$ cat src/rtl/dll_pkg.sv
package dll_pkg;

  localparam int LINE_BITS_DEFAULT = 16;
  localparam logic [15:0] START_LINE_RESET = 16'd1;

  localparam int QDEPTH = 4;
  localparam int QPTR_W = $clog2(QDEPTH);
  localparam int QCNT_W = $clog2(QDEPTH + 1);

  // token codes
  localparam logic [4:0] K_EOF       = 5'd0;
  localparam logic [4:0] K_WCHR      = 5'd16;
  localparam logic [4:0] K_WORD      = 5'd17;
  localparam logic [4:0] K_BANNER    = 5'd18;
  localparam logic [4:0] K_NEEDS     = 5'd19;
  localparam logic [4:0] K_ERR_ESC   = 5'd20;
  localparam logic [4:0] K_ERR_QUOTE = 5'd21;
  localparam logic [4:0] K_MAX       = 5'd21;

  // special characters
  localparam logic [7:0] CH_NUL    = 8'h00;
  localparam logic [7:0] CH_TAB    = 8'h09;
  localparam logic [7:0] CH_NL     = 8'h0A;
  localparam logic [7:0] CH_SP     = 8'h20;
  localparam logic [7:0] CH_HASH   = 8'h23;
  localparam logic [7:0] CH_DOLLAR = 8'h24;
  localparam logic [7:0] CH_QUOTE  = 8'h27;
  localparam logic [7:0] CH_BSLASH = 8'h5C;

  typedef enum logic [5:0] {
    M_START   = 6'b000001,
    M_COMMENT = 6'b000010,
    M_WORD    = 6'b000100,
    M_ESC     = 6'b001000,
    M_QUOTE   = 6'b010000,
    M_QESC    = 6'b100000
  } mode_t;

  typedef struct packed {
    logic [7:0] char_in;
    logic       is_end;
  } in_item_t;

  typedef struct packed {
    logic [4:0]  token_kind;
    logic [7:0]  char_out;
    logic [15:0] line_no;
    logic        last;
  } out_item_t;

  typedef struct packed {
    mode_t      mode;
    logic       kw_allowed;
    logic [2:0] kw_prog;
    logic [1:0] kw_alive;   // bit 0 BANNER, bit 1 NEEDS
  } lex_state_t;

  function automatic logic [4:0] op_code(input logic [7:0] c);
    logic [4:0] k;
    case (c)
      8'h3A:   k = 5'd1;   // :
      8'h2B:   k = 5'd2;   // +
      8'h3D:   k = 5'd3;   // =
      8'h28:   k = 5'd4;   // (
      8'h29:   k = 5'd5;   // )
      8'h25:   k = 5'd6;   // %
      8'h2F:   k = 5'd7;   // /
      8'h3B:   k = 5'd8;   // ;
      8'h3F:   k = 5'd9;   // ?
      8'h3C:   k = 5'd10;  // <
      8'h3E:   k = 5'd11;  // >
      8'h26:   k = 5'd12;  // &
      8'h40:   k = 5'd13;  // @
      8'h2A:   k = 5'd14;  // *
      8'h24:   k = 5'd15;  // $
      default: k = K_EOF;
    endcase
    return k;
  endfunction

  function automatic logic [7:0] banner_char(input logic [2:0] p);
    logic [7:0] c;
    case (p)
      3'd0:    c = 8'h42;
      3'd1:    c = 8'h41;
      3'd2:    c = 8'h4E;
      3'd3:    c = 8'h4E;
      3'd4:    c = 8'h45;
      3'd5:    c = 8'h52;
      default: c = 8'h00;
    endcase
    return c;
  endfunction

  function automatic logic [7:0] needs_char(input logic [2:0] p);
    logic [7:0] c;
    case (p)
      3'd0:    c = 8'h4E;
      3'd1:    c = 8'h45;
      3'd2:    c = 8'h45;
      3'd3:    c = 8'h44;
      3'd4:    c = 8'h53;
      default: c = 8'h00;
    endcase
    return c;
  endfunction

endpackage

$ cat src/rtl/dll_step.sv
module dll_step #(
  parameter int LINE_BITS = dll_pkg::LINE_BITS_DEFAULT
) (
  input  dll_pkg::lex_state_t st,
  input  logic [LINE_BITS-1:0] line,
  input  dll_pkg::in_item_t   item,
  input  logic [15:0]         start_line,
  output dll_pkg::lex_state_t st_next,
  output logic [LINE_BITS-1:0] line_next,
  output logic [1:0]          n,
  output dll_pkg::out_item_t  r0,
  output dll_pkg::out_item_t  r1
);

  typedef struct packed {
    logic       emit;
    logic [4:0] kind;
    logic [7:0] ch;
    logic       inc;
    dll_pkg::lex_state_t st;
  } sb_t;

  logic [7:0] c;
  logic [LINE_BITS-1:0] line_inc;
  logic [LINE_BITS-1:0] line_emit;
  logic [31:0] line_wide;
  logic [4:0] close_kind;
  logic       word_byte;
  dll_pkg::lex_state_t cleared;
  dll_pkg::lex_state_t tracked;
  sb_t sb;
  logic [4:0] k0, k1;
  logic [7:0] ch0, ch1;

  function automatic dll_pkg::lex_state_t kw_track(input dll_pkg::lex_state_t s,
                                                   input logic [7:0] ch);
    dll_pkg::lex_state_t r;
    r = s;
    if (s.kw_prog >= 3'd6 || dll_pkg::banner_char(s.kw_prog) != ch) r.kw_alive[0] = 1'b0;
    if (s.kw_prog >= 3'd5 || dll_pkg::needs_char(s.kw_prog) != ch) r.kw_alive[1] = 1'b0;
    if (s.kw_prog != 3'd7) r.kw_prog = s.kw_prog + 3'd1;
    return r;
  endfunction

  assign c = item.char_in;
  assign line_inc = line + LINE_BITS'(1);

  assign word_byte = !(c == dll_pkg::CH_NUL || c == dll_pkg::CH_SP || c == dll_pkg::CH_TAB ||
                       c == dll_pkg::CH_NL || c == dll_pkg::CH_HASH ||
                       c == dll_pkg::CH_QUOTE || c == dll_pkg::CH_BSLASH) &&
                     (c == dll_pkg::CH_DOLLAR || dll_pkg::op_code(c) == dll_pkg::K_EOF);

  always_comb begin
    close_kind = dll_pkg::K_WORD;
    if (st.kw_allowed) begin
      if (st.kw_alive[0] && st.kw_prog == 3'd6) close_kind = dll_pkg::K_BANNER;
      else if (st.kw_alive[1] && st.kw_prog == 3'd5) close_kind = dll_pkg::K_NEEDS;
    end
  end

  always_comb begin
    cleared = '{mode: dll_pkg::M_START, kw_allowed: 1'b1, kw_prog: 3'd0, kw_alive: 2'b11};
    tracked = kw_track(st, c);
  end

  // token start; keyword state is always clear here
  always_comb begin
    sb.emit = 1'b0;
    sb.kind = dll_pkg::K_WCHR;
    sb.ch   = 8'h00;
    sb.inc  = 1'b0;
    sb.st   = cleared;
    if (c == dll_pkg::CH_NUL || c == dll_pkg::CH_SP || c == dll_pkg::CH_TAB) begin
      sb.emit = 1'b0;
    end else if (c == dll_pkg::CH_NL) begin
      sb.inc = 1'b1;
    end else if (c == dll_pkg::CH_HASH) begin
      sb.st.mode = dll_pkg::M_COMMENT;
    end else if (dll_pkg::op_code(c) != dll_pkg::K_EOF) begin
      sb.emit = 1'b1;
      sb.kind = dll_pkg::op_code(c);
    end else if (c == dll_pkg::CH_BSLASH) begin
      sb.st.kw_allowed = 1'b0;
      sb.st.mode = dll_pkg::M_ESC;
    end else if (c == dll_pkg::CH_QUOTE) begin
      sb.st.kw_allowed = 1'b0;
      sb.st.mode = dll_pkg::M_QUOTE;
    end else begin
      sb.emit = 1'b1;
      sb.ch = c;
      sb.st = kw_track(cleared, c);
      sb.st.mode = dll_pkg::M_WORD;
    end
  end

  always_comb begin
    st_next   = st;
    line_next = line;
    line_emit = line;
    n   = 2'd0;
    k0  = dll_pkg::K_EOF;
    k1  = dll_pkg::K_EOF;
    ch0 = 8'h00;
    ch1 = 8'h00;
    if (item.is_end) begin
      n = 2'd1;
      unique case (st.mode) inside
        dll_pkg::M_WORD: begin
          k0 = close_kind;
          n  = 2'd2;
        end
        dll_pkg::M_ESC:                  k0 = dll_pkg::K_ERR_ESC;
        dll_pkg::M_QUOTE, dll_pkg::M_QESC: k0 = dll_pkg::K_ERR_QUOTE;
        default:                         k0 = dll_pkg::K_EOF;
      endcase
      st_next   = cleared;
      line_next = LINE_BITS'(start_line);
    end else begin
      unique case (st.mode) inside
        dll_pkg::M_COMMENT: begin
          if (c == dll_pkg::CH_NL) begin
            line_next = line_inc;
            st_next.mode = dll_pkg::M_START;
          end
        end
        dll_pkg::M_WORD: begin
          if (word_byte) begin
            st_next = tracked;
            n = 2'd1;
            k0 = dll_pkg::K_WCHR;
            ch0 = c;
          end else if (c == dll_pkg::CH_BSLASH) begin
            st_next.kw_allowed = 1'b0;
            st_next.mode = dll_pkg::M_ESC;
          end else if (c == dll_pkg::CH_QUOTE) begin
            st_next.kw_allowed = 1'b0;
            st_next.mode = dll_pkg::M_QUOTE;
          end else begin
            // delimiter: close the word, then treat the byte as a token start
            k0 = close_kind;
            k1 = sb.kind;
            ch1 = sb.ch;
            n = sb.emit ? 2'd2 : 2'd1;
            st_next = sb.st;
            if (sb.inc) line_next = line_inc;
          end
        end
        dll_pkg::M_ESC, dll_pkg::M_QESC: begin
          if (c == dll_pkg::CH_NL) begin
            line_next = line_inc;
            line_emit = line_inc;
          end
          st_next = tracked;
          st_next.mode = (st.mode == dll_pkg::M_ESC) ? dll_pkg::M_WORD : dll_pkg::M_QUOTE;
          n = 2'd1;
          k0 = dll_pkg::K_WCHR;
          ch0 = c;
        end
        dll_pkg::M_QUOTE: begin
          if (c == dll_pkg::CH_QUOTE) begin
            st_next.mode = dll_pkg::M_WORD;
          end else if (c == dll_pkg::CH_BSLASH) begin
            st_next.mode = dll_pkg::M_QESC;
          end else begin
            if (c == dll_pkg::CH_NL) begin
              line_next = line_inc;
              line_emit = line_inc;
            end
            st_next = tracked;
            n = 2'd1;
            k0 = dll_pkg::K_WCHR;
            ch0 = c;
          end
        end
        default: begin
          k0 = sb.kind;
          ch0 = sb.ch;
          n = sb.emit ? 2'd1 : 2'd0;
          st_next = sb.st;
          if (sb.inc) line_next = line_inc;
        end
      endcase
    end
  end

  assign line_wide = 32'(line_emit);

  always_comb begin
    r0.token_kind = k0;
    r0.char_out   = ch0;
    r0.line_no    = line_wide[15:0];
    r0.last       = (n == 2'd1);
    r1.token_kind = k1;
    r1.char_out   = ch1;
    r1.line_no    = line_wide[15:0];
    r1.last       = 1'b1;
  end

endmodule

$ cat src/rtl/dependency_language_lexer.sv
// A byte beat is registered on acceptance and lexed, once the queue has room for two
// tokens, into a four-entry result queue; its tokens are offered from that queue.
// Throughput: one byte per cycle while the queue holds two tokens or fewer; a byte
// that yields two tokens (word end plus operator, word end plus eof) pushes both at once.
// Reset: synchronous; lexer back to token start, start_line to 1, line counter to 1,
// queue emptied. No clearing pass.
module dependency_language_lexer #(
  parameter int LINE_BITS = dll_pkg::LINE_BITS_DEFAULT
) (
  input  logic               clk,
  input  logic               rst,
  input  logic               in_valid,
  output logic               in_ready,
  input  dll_pkg::in_item_t  in_data,
  output logic               out_valid,
  input  logic               out_ready,
  output dll_pkg::out_item_t out_data,
  input  logic               cfg_valid,
  output logic               cfg_ready,
  input  logic [15:0]        cfg_data
);

  logic [15:0] start_line;
  logic        s1_valid;
  dll_pkg::in_item_t s1_item;
  dll_pkg::lex_state_t st, st_next;
  logic [LINE_BITS-1:0] line, line_next;
  logic [1:0] n;
  dll_pkg::out_item_t r0, r1;

  dll_pkg::out_item_t queue [dll_pkg::QDEPTH];
  logic [dll_pkg::QPTR_W-1:0] wr_ptr, rd_ptr;
  logic [dll_pkg::QCNT_W-1:0] count;
  logic fire, pop;
  logic [1:0] push_n;

  dll_step #(.LINE_BITS(LINE_BITS)) u_step (
    .st         (st),
    .line       (line),
    .item       (s1_item),
    .start_line (start_line),
    .st_next    (st_next),
    .line_next  (line_next),
    .n          (n),
    .r0         (r0),
    .r1         (r1)
  );

  // room for two tokens needed before a byte is lexed
  assign fire     = s1_valid && (count <= dll_pkg::QCNT_W'(dll_pkg::QDEPTH - 2));
  assign in_ready = !s1_valid || fire;
  assign push_n   = fire ? n : 2'd0;
  assign out_valid = (count != '0);
  assign pop      = out_valid && out_ready;
  assign out_data = queue[rd_ptr];
  assign cfg_ready = 1'b1;

  always_ff @(posedge clk) begin
    if (rst) begin
      start_line <= dll_pkg::START_LINE_RESET;
    end else if (cfg_valid && cfg_ready) begin
      start_line <= cfg_data;
    end
  end

  always_ff @(posedge clk) begin
    if (rst) begin
      s1_valid <= 1'b0;
    end else if (in_ready) begin
      s1_valid <= in_valid;
    end
  end

  always_ff @(posedge clk) begin
    if (in_valid && in_ready) s1_item <= in_data;
  end

  always_ff @(posedge clk) begin
    if (rst) begin
      st   <= '{mode: dll_pkg::M_START, kw_allowed: 1'b1, kw_prog: 3'd0, kw_alive: 2'b11};
      line <= LINE_BITS'(dll_pkg::START_LINE_RESET);
    end else if (fire) begin
      st   <= st_next;
      line <= line_next;
    end
  end

  always_ff @(posedge clk) begin
    if (push_n != 2'd0) queue[wr_ptr] <= r0;
    if (push_n == 2'd2) queue[wr_ptr + dll_pkg::QPTR_W'(1)] <= r1;
  end

  always_ff @(posedge clk) begin
    if (rst) begin
      wr_ptr <= '0;
      rd_ptr <= '0;
      count  <= '0;
    end else begin
      wr_ptr <= wr_ptr + dll_pkg::QPTR_W'(push_n);
      if (pop) rd_ptr <= rd_ptr + dll_pkg::QPTR_W'(1);
      count  <= count + dll_pkg::QCNT_W'(push_n) - dll_pkg::QCNT_W'(pop);
    end
  end

endmodule

$ cat config.mk
export PLATFORM = sky130hd
export DESIGN_NAME = dependency_language_lexer
export DESIGN_NICKNAME = d
export VERILOG_FILES = /design/src/rtl/dll_pkg.sv /design/src/rtl/dll_step.sv /design/src/rtl/dependency_language_lexer.sv
export SDC_FILE = /design/constraint.sdc
export NUM_CORES = 1
export LEC_CHECK = 0
export ABC_AREA = 1
export BUFFER_PORTS_ARGS = -buffer_cell sky130_fd_sc_hd__buf_2
export CORE_ASPECT_RATIO = 0.8
export CORE_MARGIN = 5
export CORE_UTILIZATION = 24
export CTS_BUF_LIST = sky130_fd_sc_hd__clkbuf_8 sky130_fd_sc_hd__clkbuf_16
export CTS_CLUSTER_SIZE = 30
export DETAILED_ROUTE_END_ITERATION = 7
export PLACE_DENSITY = 0.43
export SYNTH_ARGS = -nofsm -noshare
export SYNTH_HDL_FRONTEND = slang
export SYNTH_SLANG_ARGS = --single-unit
$ cat constraint.sdc
create_clock -name clk -period 8.4 [get_ports clk]
set_clock_uncertainty 0.15 [all_clocks]
set_input_delay 0.42 -clock clk [delete_from_list [all_inputs] [get_ports clk]]
set_output_delay 0.42 -clock clk [all_outputs]
set_load 0.1 [all_outputs]
======== Word level (Yosys, flattened, before mapping) ========
Memories as Yosys holds them, arrays and structs flattened. A register that Yosys moved wholly into a read port is not among the register bits.
Cells that the tools add are included.
Widths: inputs -> output; s select.
cells by class
  add/sub/neg operators ................... 7
  multipliers ............................. 0
  div/mod/pow operators ................... 0
  magnitude comparators ................... 3
  equal/unequal tests ..................... 51
  shift operators ......................... 0
  mux-type cells .......................... 111
  bitwise operators ....................... 0
  reductions and logical operators ........ 33
operators by type and width
  cell                   number
  $mux 8                 24
  $mux 16                9
  $eq 8x6->1 const B     17
  $mux 5                 20
  $pmux 4 s15            1
  $mux 12                4
  $mux 6                 8
  $pmux 16 s3            1
  $pmux 6 s4             2
  $pmux 7 s5             1
  $pmux 16 s2            1
  $pmux 8 s4             1
  $mux 14                2
  $pmux 7 s4             1
  $mux 2                 13
  $mux 26                1
  $ne 3x3->1 const B     7
  $pmux 5 s4             1
  $add 16x1->16 const B  1
  $eq 8x4->1 const B     2
  $eq 8x7->1 const B     2
  $ne 7x8->1             2
  $ne 8x8->1             2
  $mux 1                 15
  37 further kinds       67
word-level totals
  flip-flop bits (word level) ............. 61
  bits in latches ......................... 0
  bits in writable memories ............... 120
  bits in read-only memories .............. 0
  bits of input ports ..................... 30
  word-level logic and storage cells ...... 218
  memories kept ........................... 1
memory list
  name   words  bits a word  rd ports  clocked after memory_dff  wr ports  line                             RTL
  queue  4      30           1         1                         2         dependency_language_lexer.sv:31  dll_pkg::out_item_t queue [dll_pkg::QDEPTH];

======== Logic depth before layout (Yosys ltp) ========
  depth after elaboration ................. 24
  gate-level depth with buffers ........... 20
  mapped depth without buffers ............ 19

======== Cells and area by module ========
A second synthesis with hierarchy kept.
second synthesis, totals
  cells, all modules ...................... 1582
  area, all modules ....................... 11969.0 sq um
modules (own cells, without submodules)
  module                     times used  cells each  area each (sq um)
  dependency_language_lexer  1           1010        9082.5
  dll_step                   1           572         2886.5

======== Least setup slack after synthesis ========
OpenSTA, ideal clock, no wires.
  path type ............................... register -> register
  start ................................... reg s1_item[5] (netlist bit)
  end ..................................... mem queue[1][28] (netlist bit), data pin
  arrival ................................. 2682 ps
  setup slack ............................. 5309 ps
  cell stages (with the launch flop) ...... 17
  path buffers ............................ 1
  path through ............................ edfxtp_1 inv_2 nand2_1 nor2_4 nand2_2 nand2_2 nor2_1 nand3_1 nor2_1 nor2_1 nand2_2 nand3_4 nand2_4 buf_6 nand2_4 nand2_1 and2_1
RTL lines
  what                    line                             RTL
  start, declared         dependency_language_lexer.sv:25  dll_pkg::in_item_t s1_item;
  start signal, assigned  dependency_language_lexer.sv:75  if (in_valid && in_ready) s1_item <= in_data;
  end, declared           dependency_language_lexer.sv:31

==> metrics.yaml <==
status: "finished clean"
grt_pass1_wl_um: 52200
synth_fp_nets: 1300
io_buffers: 61
rrSetupSlack_ps: 4110
place_inst: 1820
hold_violations: 0
synth.area.top_cells: "edfxtp_1, dfxtp_1, o21ai_0, nor2_1, nand2_1"
max_cap_viol_count: 0
synth_top_area_share_pct: 37.0
final_cells: 1864
relSlewSlack_pct: 26.1
met2_usage_pct: 19.2
cts-buffers-inserted: 17
slowest_stage: "nand2_1"
place_area_um2: 10900
crit_path_start_kind: "flip-flop"
rr_worst_depth: 14
yosys-top-cells-count: "nor2_1, o21ai_0, nand2_1, edfxtp_1, a21oi_1"
fin_crit_ps: 4290
synth_top_area_cell: "edfxtp_1"
cts.clk_slew.worst_paths_ps: 70
synth_area_um2: 10200
p_per_area_nw_per_um2: 276
pin_count: 63
r2r_start: "s1_item[3]"
finalCoreUtilization_pct: 27.7
path_class: "flip-flop to flip-flop"
coreArea_um2: 41800
grt_pass1_vias: 8631
cpLargestDelayFamily: "simple AND/OR/NAND/NOR gates"
antenna_found_initial: 0
cpPeakStageDelay_ps: 560
path_buf_inv: 2
cp.depth: 14
yosysUniqueCellTypes: 48
grt.busiest_layer: "met1"
max_freq_mhz: 233
rows: 67
leakagePower_uw: 0.00428
area_delta_synth_final_pct: 14.3
postCtsResizedCells: 0
dr_total_vias: 9020
gp_congestion: 0.866
diodes: 0
ctsHtreeMaxLevel: 4
final_nets: 1339
die-area_um2: 46500
grt_use_met3_pct: 3.20
fp.dieW_um: 240
clock_sinks: 183
cts_setup_buffers: 0
drive_gt1_share_pct: 12.1
drtPass1Iterations: 5
netlist_instances: 1260
avgRoutedWirePerCell_um: 18.0
worst_path_most_repeated_cell: "nand2_1"
path_max_fanout: 28
synth-edff-count: 125
via_per_inst: 4.84
hp-class: "input pin to flip-flop"
end_kind: "flip-flop"
ys_ff_latch: 183
yosysMostFrequentCell: "nor2_1"
grt_start_max_net_pins: 62
finalCritPeriodShare_pct: 51.1
min_to: "start_line[4]"
drt_wl_total_um: 33500
drt_iter0_drc: 872
met1_usage_pct: 23.2
required_ps: 8380
cts_hold_buf: 11
cts_tree: "done"
critPathArrivalTime_ps: 4270
worst_pin_slew_ps: 1100
clockBufferDepth: 2
final_area_um2: 11600
ant_nets: 0
ys_seq_area_share_pct: 48.4
crit_chain: "inv_2 > nand2_1 > nor2_1 > nand2_1 > nand3_1 > nand2_1 > nand3_1 > nor2_1 > nand2_2 > nand3_4 > nand2_4 > nand2_2 > nand2_1 > buf_4"
drc: 0
dp_hpwl_um: 22900
vdd_ir_drop_max_uv: 142
grt_util_all_layers_pct: 14.4
synth_flop_cell: "edfxtp_1"
setup_viol: 0
drv_slew: 0
start_util_pct: 24.3
clock_latency_ps: 460
reg2reg_to: "queue[2][2]"
worstHoldStart: "cfg_data[4]"
gr-total-overflow: 0
rsz0062_at_grt: "no"
async_reset_ff_share_pct: 0
fin_setup_tns_ps: 0
hold_depth: 3
ys_warn_count: 0
die_y_um: 194
synth.avg_cell_area_um2: 8.06
clockRootBuffer: "clkbuf_16"
-- where the power goes --
group	leakage [uW]	internal, uW	switching, uW
clock	0.000266	385	395
sequential	0.00159	1050	59.5
combinational	0.00242	234	1080
-- sequential cells by signal (all words and copies together) (netlist names), named ones only --
register    count
count           3
queue         120
s1_valid        1
start_line     16
s1_item         9
line           16
rd_ptr          2
wr_ptr          2
st             12
-- cells in the final DEF (no fill, tap or decap), types with 5 or more instances in the layout --
cell type and instances:
dfxtp_1 57, dlygate4sd3_1 11, o21ai_0 179, nand2_1 178, o211ai_1 10, inv_2 11, nand4_1 16, and2_1 7
nor3_1 13, nand3_1 80, clkbuf_16 17, nor2_1 205, inv_6 6, buf_2 61, o22ai_1 34, nand2_2 10
a21oi_1 91, a21oi_2 11, a31oi_1 6, inv_1 86, xor2_1 18, o2111ai_1 5, edfxtp_1 125, ha_1 9
buf_4 14
-- per-layer routing --
| metal | vias to the layer above | routed length, um |
|---|---|---|
| met5 | - | 0 |
| met4 | 0 | 338 |
| met3 | 23 | 2030 |
| met2 | 240 | 13300 |
| met1 | 4321 | 17900 |
| li1 | 4436 | - |
-- layout make-up --
type,instances,area [um2]
Fill cell,4590,30200
Sequential cell,183,4920
Multi-Input combinational cell,910,4550
Tap cell,552,691
Timing Repair Buffer,87,532
Clock buffer,17,425
Inverter,100,378
Clock inverter,15,114
-- worst max-delay path by stage --
stage	start	to	slack, ps
after floorplan	s1_item[5]	queue[1][28]	5310
after global placement	s1_item[3]	queue[2][28]	4180
after detailed placement	s1_item[3]	queue[2][2]	4070
after CTS	s1_item[3]	queue[2][2]	4060
after global routing	s1_item[3]	queue[2][28]	3740
final	s1_item[3]	queue[2][2]	4110
-- metrics by stage --
stage                     hold WS, ps  worst slack, ps  power [uW]
after floorplan                   274             5310        2140
after global placement            291             4180        2450
after detailed placement          291             4070        2450
after CTS                       0.612             4060        3240
after global routing             27.0             3740        3370
final                            30.6             4110        3210
-- logic make-up (layout without fill, tap and decap cells) --
family                   Yosys count  in the layout  share of synthesized area [%]
AND/OR/NAND/NOR                  524            524                           22.2
other                              1              1                         0.0369
adder cells (fa/ha/maj)           10             10                           1.31
flip-flops                       183            183                           48.4
XOR/XNOR                          18             18                           1.55
multiplexers                       2              2                          0.197
buffers and inverters            167            219                           6.85
AO/OA/AOI/OAI                    355            355                           19.4
-- tightest hold or removal path, cell delays in order --
cell and delay [ps]:
buf_2 70, nor2_1 30, nor2_1 80
Power figures use the tool's default switching activity.
